==> config.mk <==
export PLATFORM = sky130hd
export DESIGN_NAME = lru_key_value_cache_unit
export DESIGN_NICKNAME = d
export VERILOG_FILES = /design/src/rtl/lkv_pkg.sv /design/src/rtl/lkv_ram.sv /design/src/rtl/lkv_entry_unit.sv /design/src/rtl/lru_key_value_cache_unit.sv
export SDC_FILE = /design/constraint.sdc
export NUM_CORES = 1
export LEC_CHECK = 0
export BUFFER_PORTS_ARGS = -buffer_cell sky130_fd_sc_hd__buf_2
export CAP_MARGIN = 30
export CORE_AREA = 2 2 314 316
export DETAILED_ROUTE_END_ITERATION = 10
export DIE_AREA = 0 0 316 318
export PLACE_DENSITY = 0.75
export REMOVE_ABC_BUFFERS = 1
export SYNTH_ARGS = -nofsm -noshare
export SYNTH_HDL_FRONTEND = slang
export SYNTH_HIERARCHICAL = 1
export SYNTH_SLANG_ARGS = --single-unit
==> constraint.sdc <==
create_clock -name clk -period 6.3 [get_ports clk]
set_input_delay 0.315 -clock clk [delete_from_list [all_inputs] [get_ports clk]]
set_output_delay 0.315 -clock clk [all_outputs]
set_load 0.005 [all_outputs]
==> src/rtl/lkv_pkg.sv <==
`timescale 1ns / 1ps

package lkv_pkg;

	// Field widths of the request and response transactions.
	localparam int KEY_W = 32;
	localparam int VAL_W = 31;
	localparam int CAP_W = 5;

	// Default store depth and capacity register reset value.
	localparam int ENTRIES_DEFAULT = 16;
	localparam int CAPACITY_RESET = 16;

	// Operation codes carried on func.
	localparam logic FUNC_GET = 1'b0;
	localparam logic FUNC_PUT = 1'b1;

	// Sequencer states.
	typedef enum logic [2:0] {
		ST_IDLE,
		ST_SCAN,
		ST_DECIDE,
		ST_UPDATE,
		ST_FINISH
	} lkv_state_t;

	// Control handed to the shared entry unit for the entry being evaluated.
	typedef struct packed {
		logic entry_valid;
		logic have_old;
		logic insert;
		logic put;
		logic is_target;
	} lkv_eval_ctl_t;

endpackage

==> src/rtl/lkv_ram.sv <==
`timescale 1ns / 1ps

module lkv_ram #(
	parameter int DEPTH = lkv_pkg::ENTRIES_DEFAULT,
	parameter int AW = 4,
	parameter int DW = 67
) (
	input  logic          clk,
	input  logic [AW-1:0] rd_addr,
	output logic [DW-1:0] rd_data,
	input  logic          we,
	input  logic [AW-1:0] wr_addr,
	input  logic [DW-1:0] wr_data
);

	logic [DW-1:0] mem [DEPTH];

	// Single write port.
	always_ff @(posedge clk) begin
		if (we) begin
			mem[wr_addr] <= wr_data;
		end
	end

	// Registered read port.
	always_ff @(posedge clk) begin
		rd_data <= mem[rd_addr];
	end

endmodule

==> src/rtl/lkv_entry_unit.sv <==
`timescale 1ns / 1ps

module lkv_entry_unit #(
	parameter int AW = 4
) (
	input  lkv_pkg::lkv_eval_ctl_t        ctl,
	input  logic [lkv_pkg::KEY_W-1:0]     ent_key,
	input  logic [lkv_pkg::VAL_W-1:0]     ent_val,
	input  logic [AW-1:0]                 ent_age,
	input  logic [lkv_pkg::KEY_W-1:0]     req_key,
	input  logic [lkv_pkg::VAL_W-1:0]     req_val,
	input  logic [AW-1:0]                 best_age,
	input  logic [AW-1:0]                 ref_age,
	output logic                          match,
	output logic                          older,
	output logic [lkv_pkg::KEY_W-1:0]     wr_key,
	output logic [lkv_pkg::VAL_W-1:0]     wr_val,
	output logic [AW-1:0]                 wr_age
);

	// Lookup compare and least recent search for the scan pass.
	always_comb begin
		match = ctl.entry_valid && (ent_key == req_key);
		older = ctl.entry_valid && (!ctl.have_old || (ent_age >= best_age));
	end

	// Rewritten entry for the update pass. The target becomes most recent; other
	// valid entries age by one on an insert, or when younger than the touched one.
	always_comb begin
		wr_key = ent_key;
		wr_val = ent_val;
		wr_age = ent_age;
		if (ctl.is_target) begin
			wr_key = req_key;
			wr_age = '0;
			if (ctl.insert || ctl.put) begin
				wr_val = req_val;
			end
		end else if (ctl.entry_valid && (ctl.insert || (ent_age < ref_age))) begin
			wr_age = ent_age + AW'(1);
		end
	end

endmodule

==> src/rtl/lru_key_value_cache_unit.sv <==
`timescale 1ns / 1ps
// A request is taken in IDLE; a scan pass then reads every entry, DECIDE plans the
// update, and for a get hit or any put an update pass rewrites every entry; a get miss
// skips the update pass. The response is loaded in FINISH. The next request is taken
// only after the cache returns to IDLE, since the scan and update passes go one entry a
// cycle through the entry memory and shared entry unit; a response still waiting adds stalls.
// Reset: the store is empty, capacity is 16 and no response is pending.

module lru_key_value_cache_unit #(
	parameter int ENTRIES = lkv_pkg::ENTRIES_DEFAULT
) (
	input  logic                          clk,
	input  logic                          arst_n,
	input  logic                          cfg_we,
	input  logic [lkv_pkg::CAP_W-1:0]     cfg_wdata,
	input  logic                          req_valid,
	output logic                          req_stall,
	input  logic                          func,
	input  logic [lkv_pkg::KEY_W-1:0]     key,
	input  logic [lkv_pkg::VAL_W-1:0]     value,
	output logic                          rsp_valid,
	input  logic                          rsp_stall,
	output logic                          hit,
	output logic [lkv_pkg::VAL_W-1:0]     read_value,
	output logic                          evicted,
	output logic [lkv_pkg::KEY_W-1:0]     evicted_key
);

	localparam int AW = (ENTRIES > 1) ? $clog2(ENTRIES) : 1;
	localparam int UW = $clog2(ENTRIES + 1);
	localparam int CW = (UW > lkv_pkg::CAP_W) ? UW : lkv_pkg::CAP_W;
	localparam int KW = lkv_pkg::KEY_W;
	localparam int VW = lkv_pkg::VAL_W;
	localparam int DW = KW + VW + AW;

	lkv_pkg::lkv_state_t state_q, state_d;

	logic [UW-1:0] cnt_q, cnt_d;
	logic          rd_en, rd_en_s1;
	logic [AW-1:0] idx_s1;
	logic          ram_we;
	logic          do_decide, load_rsp;
	logic [DW-1:0] rd_data, wr_data;

	logic [lkv_pkg::CAP_W-1:0] cap_q;
	logic [ENTRIES-1:0]        valid_q;
	logic [UW-1:0]             used_q;

	logic          func_q;
	logic [KW-1:0] key_q;
	logic [VW-1:0] value_q;

	logic          found_q, free_q, old_q;
	logic [AW-1:0] found_idx_q, free_idx_q, old_idx_q;
	logic [AW-1:0] found_age_q, old_age_q;
	logic [VW-1:0] found_val_q;
	logic [KW-1:0] old_key_q;

	logic          insert_q, put_q;
	logic [AW-1:0] target_q, ref_age_q;

	logic          res_hit_q, res_ev_q;
	logic [VW-1:0] res_rd_q;
	logic [KW-1:0] res_evkey_q;

	logic          rsp_valid_q, hit_q, evicted_q;
	logic [VW-1:0] read_value_q;
	logic [KW-1:0] evicted_key_q;

	logic [KW-1:0] ent_key, wr_key;
	logic [VW-1:0] ent_val, wr_val;
	logic [AW-1:0] ent_age, wr_age;
	logic          match, older;
	logic [CW-1:0] eff_cap;
	lkv_pkg::lkv_eval_ctl_t eval_ctl;

	// Sequencer state register.
	always_ff @(posedge clk or negedge arst_n) begin
		if (!arst_n) begin
			state_q <= lkv_pkg::ST_IDLE;
		end else begin
			state_q <= state_d;
		end
	end

	// Next state and sequencer outputs.
	always_comb begin
		state_d   = state_q;
		cnt_d     = cnt_q;
		req_stall = 1'b1;
		rd_en     = 1'b0;
		ram_we    = 1'b0;
		do_decide = 1'b0;
		load_rsp  = 1'b0;
		case (state_q)
			lkv_pkg::ST_IDLE: begin
				req_stall = 1'b0;
				cnt_d     = '0;
				if (req_valid) begin
					state_d = lkv_pkg::ST_SCAN;
				end
			end
			lkv_pkg::ST_SCAN: begin
				if (cnt_q == UW'(ENTRIES)) begin
					cnt_d   = '0;
					state_d = lkv_pkg::ST_DECIDE;
				end else begin
					rd_en = 1'b1;
					cnt_d = cnt_q + UW'(1);
				end
			end
			lkv_pkg::ST_DECIDE: begin
				do_decide = 1'b1;
				if (found_q || (func_q == lkv_pkg::FUNC_PUT)) begin
					state_d = lkv_pkg::ST_UPDATE;
				end else begin
					state_d = lkv_pkg::ST_FINISH;
				end
			end
			lkv_pkg::ST_UPDATE: begin
				ram_we = rd_en_s1;
				if (cnt_q == UW'(ENTRIES)) begin
					cnt_d   = '0;
					state_d = lkv_pkg::ST_FINISH;
				end else begin
					rd_en = 1'b1;
					cnt_d = cnt_q + UW'(1);
				end
			end
			lkv_pkg::ST_FINISH: begin
				if (!rsp_valid_q || !rsp_stall) begin
					load_rsp = 1'b1;
					state_d  = lkv_pkg::ST_IDLE;
				end
			end
			default: begin
				state_d = lkv_pkg::ST_IDLE;
			end
		endcase
	end

	// Entry counter and read pipeline tags.
	always_ff @(posedge clk or negedge arst_n) begin
		if (!arst_n) begin
			cnt_q    <= '0;
			rd_en_s1 <= 1'b0;
		end else begin
			cnt_q    <= cnt_d;
			rd_en_s1 <= rd_en;
		end
	end

	always_ff @(posedge clk) begin
		idx_s1 <= cnt_q[AW-1:0];
	end

	// Capacity register.
	always_ff @(posedge clk or negedge arst_n) begin
		if (!arst_n) begin
			cap_q <= lkv_pkg::CAP_W'(lkv_pkg::CAPACITY_RESET);
		end else if (cfg_we) begin
			cap_q <= cfg_wdata;
		end
	end

	// Capacity clamped to the range one through the store depth.
	always_comb begin
		if (cap_q == '0) begin
			eff_cap = CW'(1);
		end else if (CW'(cap_q) > CW'(ENTRIES)) begin
			eff_cap = CW'(ENTRIES);
		end else begin
			eff_cap = CW'(cap_q);
		end
	end

	// Request capture.
	always_ff @(posedge clk) begin
		if (req_valid && !req_stall) begin
			func_q  <= func;
			key_q   <= key;
			value_q <= value;
		end
	end

	// Entry memory holding key, value and age.
	lkv_ram #(
		.DEPTH(ENTRIES),
		.AW(AW),
		.DW(DW)
	) u_ram (
		.clk(clk),
		.rd_addr(cnt_q[AW-1:0]),
		.rd_data(rd_data),
		.we(ram_we),
		.wr_addr(idx_s1),
		.wr_data(wr_data)
	);

	assign ent_key = rd_data[DW-1 -: KW];
	assign ent_val = rd_data[AW +: VW];
	assign ent_age = rd_data[AW-1:0];
	assign wr_data = {wr_key, wr_val, wr_age};

	// Shared entry unit, evaluating one entry a cycle in both passes.
	always_comb begin
		eval_ctl.entry_valid = valid_q[idx_s1];
		eval_ctl.have_old    = old_q;
		eval_ctl.insert      = insert_q;
		eval_ctl.put         = put_q;
		eval_ctl.is_target   = (idx_s1 == target_q);
	end

	lkv_entry_unit #(
		.AW(AW)
	) u_entry (
		.ctl(eval_ctl),
		.ent_key(ent_key),
		.ent_val(ent_val),
		.ent_age(ent_age),
		.req_key(key_q),
		.req_val(value_q),
		.best_age(old_age_q),
		.ref_age(ref_age_q),
		.match(match),
		.older(older),
		.wr_key(wr_key),
		.wr_val(wr_val),
		.wr_age(wr_age)
	);

	// Scan trackers: matching entry, first free entry and least recent entry.
	always_ff @(posedge clk or negedge arst_n) begin
		if (!arst_n) begin
			found_q <= 1'b0;
			free_q  <= 1'b0;
			old_q   <= 1'b0;
		end else if (req_valid && !req_stall) begin
			found_q <= 1'b0;
			free_q  <= 1'b0;
			old_q   <= 1'b0;
		end else if ((state_q == lkv_pkg::ST_SCAN) && rd_en_s1) begin
			if (match && !found_q) begin
				found_q <= 1'b1;
			end
			if (!eval_ctl.entry_valid && !free_q) begin
				free_q <= 1'b1;
			end
			if (older) begin
				old_q <= 1'b1;
			end
		end
	end

	always_ff @(posedge clk) begin
		if ((state_q == lkv_pkg::ST_SCAN) && rd_en_s1) begin
			if (match && !found_q) begin
				found_idx_q <= idx_s1;
				found_age_q <= ent_age;
				found_val_q <= ent_val;
			end
			if (!eval_ctl.entry_valid && !free_q) begin
				free_idx_q <= idx_s1;
			end
			if (older) begin
				old_idx_q <= idx_s1;
				old_age_q <= ent_age;
				old_key_q <= ent_key;
			end
		end
	end

	// Update plan: touch a hit entry, or insert into a free or evicted entry.
	always_ff @(posedge clk or negedge arst_n) begin
		if (!arst_n) begin
			insert_q <= 1'b0;
			put_q    <= 1'b0;
		end else if (do_decide) begin
			insert_q <= !found_q && (func_q == lkv_pkg::FUNC_PUT);
			put_q    <= (func_q == lkv_pkg::FUNC_PUT);
		end
	end

	always_ff @(posedge clk) begin
		if (do_decide) begin
			ref_age_q   <= found_age_q;
			res_hit_q   <= found_q;
			res_rd_q    <= '0;
			res_ev_q    <= 1'b0;
			res_evkey_q <= '0;
			if (found_q) begin
				target_q <= found_idx_q;
				if (func_q == lkv_pkg::FUNC_GET) begin
					res_rd_q <= found_val_q;
				end
			end else if (CW'(used_q) < eff_cap) begin
				target_q <= free_idx_q;
			end else begin
				target_q    <= old_idx_q;
				res_ev_q    <= (func_q == lkv_pkg::FUNC_PUT);
				res_evkey_q <= (func_q == lkv_pkg::FUNC_PUT) ? old_key_q : '0;
			end
		end
	end

	// Valid bits and fill count. An eviction reuses the evicted entry, so only an
	// insert into a free entry changes them.
	always_ff @(posedge clk or negedge arst_n) begin
		if (!arst_n) begin
			valid_q <= '0;
			used_q  <= '0;
		end else if (do_decide && !found_q && (func_q == lkv_pkg::FUNC_PUT)
				&& (CW'(used_q) < eff_cap)) begin
			valid_q[free_idx_q] <= 1'b1;
			used_q              <= used_q + UW'(1);
		end
	end

	// Response register; a finished transaction waits in FINISH while it is full and stalled.
	always_ff @(posedge clk or negedge arst_n) begin
		if (!arst_n) begin
			rsp_valid_q <= 1'b0;
		end else if (load_rsp) begin
			rsp_valid_q <= 1'b1;
		end else if (!rsp_stall) begin
			rsp_valid_q <= 1'b0;
		end
	end

	always_ff @(posedge clk) begin
		if (load_rsp) begin
			hit_q         <= res_hit_q;
			read_value_q  <= res_rd_q;
			evicted_q     <= res_ev_q;
			evicted_key_q <= res_evkey_q;
		end
	end

	assign rsp_valid   = rsp_valid_q;
	assign hit         = hit_q;
	assign read_value  = read_value_q;
	assign evicted     = evicted_q;
	assign evicted_key = evicted_key_q;

	// The fill count agrees with the valid bits whenever no transaction is at work.
	a_used_count: assert property (@(posedge clk) disable iff (!arst_n)
		(state_q == lkv_pkg::ST_IDLE) |-> ($countones(valid_q) == int'(used_q)))
		else $error("fill count disagrees with valid bits");

	// An accepted request always starts the scan pass.
	a_accept_scan: assert property (@(posedge clk) disable iff (!arst_n)
		(req_valid && !req_stall) |=> (state_q == lkv_pkg::ST_SCAN))
		else $error("accepted request did not start a scan");

	// The entry memory is written only during the update pass.
	a_write_update: assert property (@(posedge clk) disable iff (!arst_n)
		ram_we |-> (state_q == lkv_pkg::ST_UPDATE))
		else $error("entry memory written outside the update pass");

	// A pending response is never overwritten before it is taken.
	a_rsp_hold: assert property (@(posedge clk) disable iff (!arst_n)
		(rsp_valid_q && rsp_stall) |-> !load_rsp)
		else $error("pending response overwritten");

endmodule

==> results.md <==
* DR vias at approximately 26000
* Final Non-Filler Cells at around 4200
* I/O Buffers at between 100 and 150
* Total die area at between 100000 and 150000 µm²
* Synth top area share at between 70% and 80%
* Adder-Cell Fraction of Synth Area at less than 1%
* DP Cell Count at between 3000 and 4000
* Placed Area at ~57000 µm²
* Vias per cell at 6.21
* Outcome: completed
* Crit-path max FO at 36
* Worst slew pin tran at 1.02 ns
* CP required at roughly 6.7 ns
* CTS sink cnt at about 1500
* Congestion Overflow GR at 0
* Worst Hold Class: primary input to asynchronous set/reset pin
* Total Power at 29.4 mW
* Max Slew Vio Count at 0
* M1 WL at 46600 µm
* Synth Area in XOR/XNOR at 0.710%
* Yosys top cell by area: edfxtp_1
* Die width at 316 µm
* Count of boundary I/O pins at about 140
* Fillers at approximately 6200
* Post-route setup slack at approximately 2.8 ns
* Std cell rows at around 120
* Hold Vio Cnt, Final at 0
* Largest family of logic cells by synthesized area: multiplexers
* First-pass GRT wire length at ~180000 µm
* Worst vdd ir at around 0.00036 V
* Final core occ at around 64%
* CTS tree: built
* Mean Syn Cell Area at 22.1 µm²
* Vias in the first global route at about 27000
* Core area at about 97000 µm²
* Yosys cell types at 62
* Max-cap viol count at 0
* Final WL at around 120000 µm
* Startpoint Class: flip-flop
* Largest net degree at the start of global routing at ~150
* Post-detail-place hpwl at roughly 60000 µm
* Share of layout cells above drive strength 1 at approximately 28%
* Initial core utilization at ~56%
* Final Wtd Congestion at just under 0.8
* CTS H-Tree Depth at 4
* Synth Area in Compound Gates at between 2 and 3%
* Worst slew margin at 31.9%
* Synth area leaders: edfxtp_1, mux4_2, dfxtp_1
* Post-route minimum period at around 3.5 ns
* First-pass DRT Iterations at 6
* Fraction of registers with async set/reset at about 2.8%
* Worst Setup End Kind: flip-flop
* GRT Total Usage at about a quarter
* Layout area overhead at 15.5%
* Fmax achieved at roughly 280 MHz
* Num CTS Buffers at around 150
* Simple-Gate Fraction of Synth Area at under 10%
* Setup Buffers After CTS at 0
* Final hold slack at roughly 0.0013 ns
* Synthesized area at 54100 µm²
* Mux cell area share after synthesis at about an eighth
* 1st-iter DRT viols at 3135
* RSZ-0062 raised after global routing: no
* WL met2 at approximately 60000 µm
* Fin area at approximately 62000 µm²
* Final Cycle Share at between 50% and 60%
* Setup TNS at 0 ns
* Ys flop type: edfxtp_1
* Final ANT Viol Nets at 0
* Post-place setup slack at approximately 2.8 ns
* Die height at roughly 320 µm
* Initial antenna violation count at 3
* Max layer used: met5
* WL per Instance at around 29 µm
* Routed length on met3 at approximately 11000 µm
* Gate Count Post-Synth at roughly 2400
* Sequential share of the synthesized area at approximately four fifths
* Final setup viols at 0
* Worst Path Arrival at about 3.9 ns
* CTS clk-pin slew, worst paths at about 0.060 ns
* Leak Pwr at just over 20 nW
* Clock Skew at between 0.03 and 0.04 ns
* Warnings from Yosys at 6
* Layout Nets at around 2800
* Classification of the worst setup path: flip-flop to flip-flop
* Root Driver: clkbuf_16
* Yosys reg bits at 1469
* Clock latency at the later pin of the worst-skew pair at between 0.7 and 0.8 ns
* Clock Tree Buf Depth at 3
* Gates resized, CTS repair at 0
* Cell area power density at around 470 nW/µm²
* EDFF count, synth at around 1400
* DRC at 0
==> worst max-delay path: stages (launching register included) <==
cell and delay (ns):
dfrtp_1 0.54, inv_1 0.10, nor2_1 0.17, and3_1 0.30, or3b_2 0.60, nor2_4 0.11, buf_4 0.57, buf_4 0.74
==> power breakdown <==
part           leakage [nW]  switching (mW)  internal [mW]  total [mW]
clock                  2.43            3.61           5.39        9.01
combinational          4.65            4.04           2.64        6.69
sequential             13.4           0.555           13.1        13.7
total                  20.5            8.21           21.2        29.4
==> final cells by class <==
type	instances	area (µm²)	area share, %
diodes	1	2.50	0.00400
clock buffers	187	3900	6.25
clock inverters	84	1100	1.77
inverters	18	68.8	0.110
multi-input cells	849	10500	16.8
flip-flops and latches	1469	43200	69.1
well taps	1287	1610	2.58
repair buffers	277	2120	3.40
==> registers in the layout, indices dropped and copies added (netlist names), 31 cells and up <==
name and cells:
evicted_key 32, found_val_q 31, key_q 32, old_key_q 32, read_value 31, res_evkey_q 32
res_rd_q 31, u_ram/mem 1072, u_ram/rd_data 67, value_q 31
==> worst paths after layout <==
path                                 startpoint  slack [ns]          endpoint  depth (start not counted)
worst max-delay path                 state_q[0]        2.77  u_ram/mem[3][30]                          7
worst min-delay path                     arst_n       0.001          cap_q[3]                          2
worst max register to register       state_q[0]        2.77  u_ram/mem[3][30]                          7
worst min register to register  res_evkey_q[20]        0.42   evicted_key[20]                          0
max in group asynchronous                arst_n        5.82          cnt_q[1]                          3
min in group clk                      req_valid        0.06             old_q                          3
==> kinds of logic (layout without fill, tap and decap cells) <==
family | after synthesis | after routing
flops | 1469 | 1469
xor+xnor | 43 | 43
fa+ha+maj | 15 | 15
buf+inv | 128 | 566
mux | 348 | 348
other cells | 0 | 1
simple gates | 258 | 258
compound gates | 185 | 185
==> layer usage <==
metal	GRT usage, %	up-vias
met2	39.4	1411
li1	-	10700
met5	0	-
met1	34.2	13500
met4	8.15	2
met3	5.37	257
==> cell usage in the layout (no fill, tap or decap), types with 15 or more instances in the layout <==
cell type / Yosys / final
buf_2: 21 / 140
bufinv_16: 0 / 24
ha_1: 15 / 15
clkinv_2: 0 / 23
dfxtp_1: 71 / 71
nand2_1: 85 / 85
nor2b_1: 19 / 16
mux2_2: 69 / 69
edfxtp_1: 1357 / 1357
inv_1: 18 / 17
clkbuf_1: 43 / 36
clkbuf_16: 0 / 150
dlygate4sd3_1: 0 / 77
xnor2_1: 31 / 31
nor2_1: 30 / 16
and2_1: 65 / 63
clkinv_1: 0 / 21
a22oi_1: 134 / 134
dfrtp_1: 40 / 38
mux4_2: 271 / 271
buf_4: 24 / 44
==> cells in the mapped netlist (all sizes together) (9+ instances only) <==
library cell,count
a22oi,134
a31o,9
and2,65
buf,67
clkbuf,43
dfrtp,40
dfxtp,71
edfxtp,1357
ha,15
inv,18
mux2,70
mux4,271
nand2,86
nand3,11
nand4,9
nor2,31
nor2b,19
o21ai,13
xnor2,31
xor2,12
==> timing repair <==
item	4_1_cts	5_1_grt
setup endpoints to repair	0	0
hold endpoints to repair	111	0
hold buffers	77	0
No activity file was read; power rests on OpenSTA's default activity.
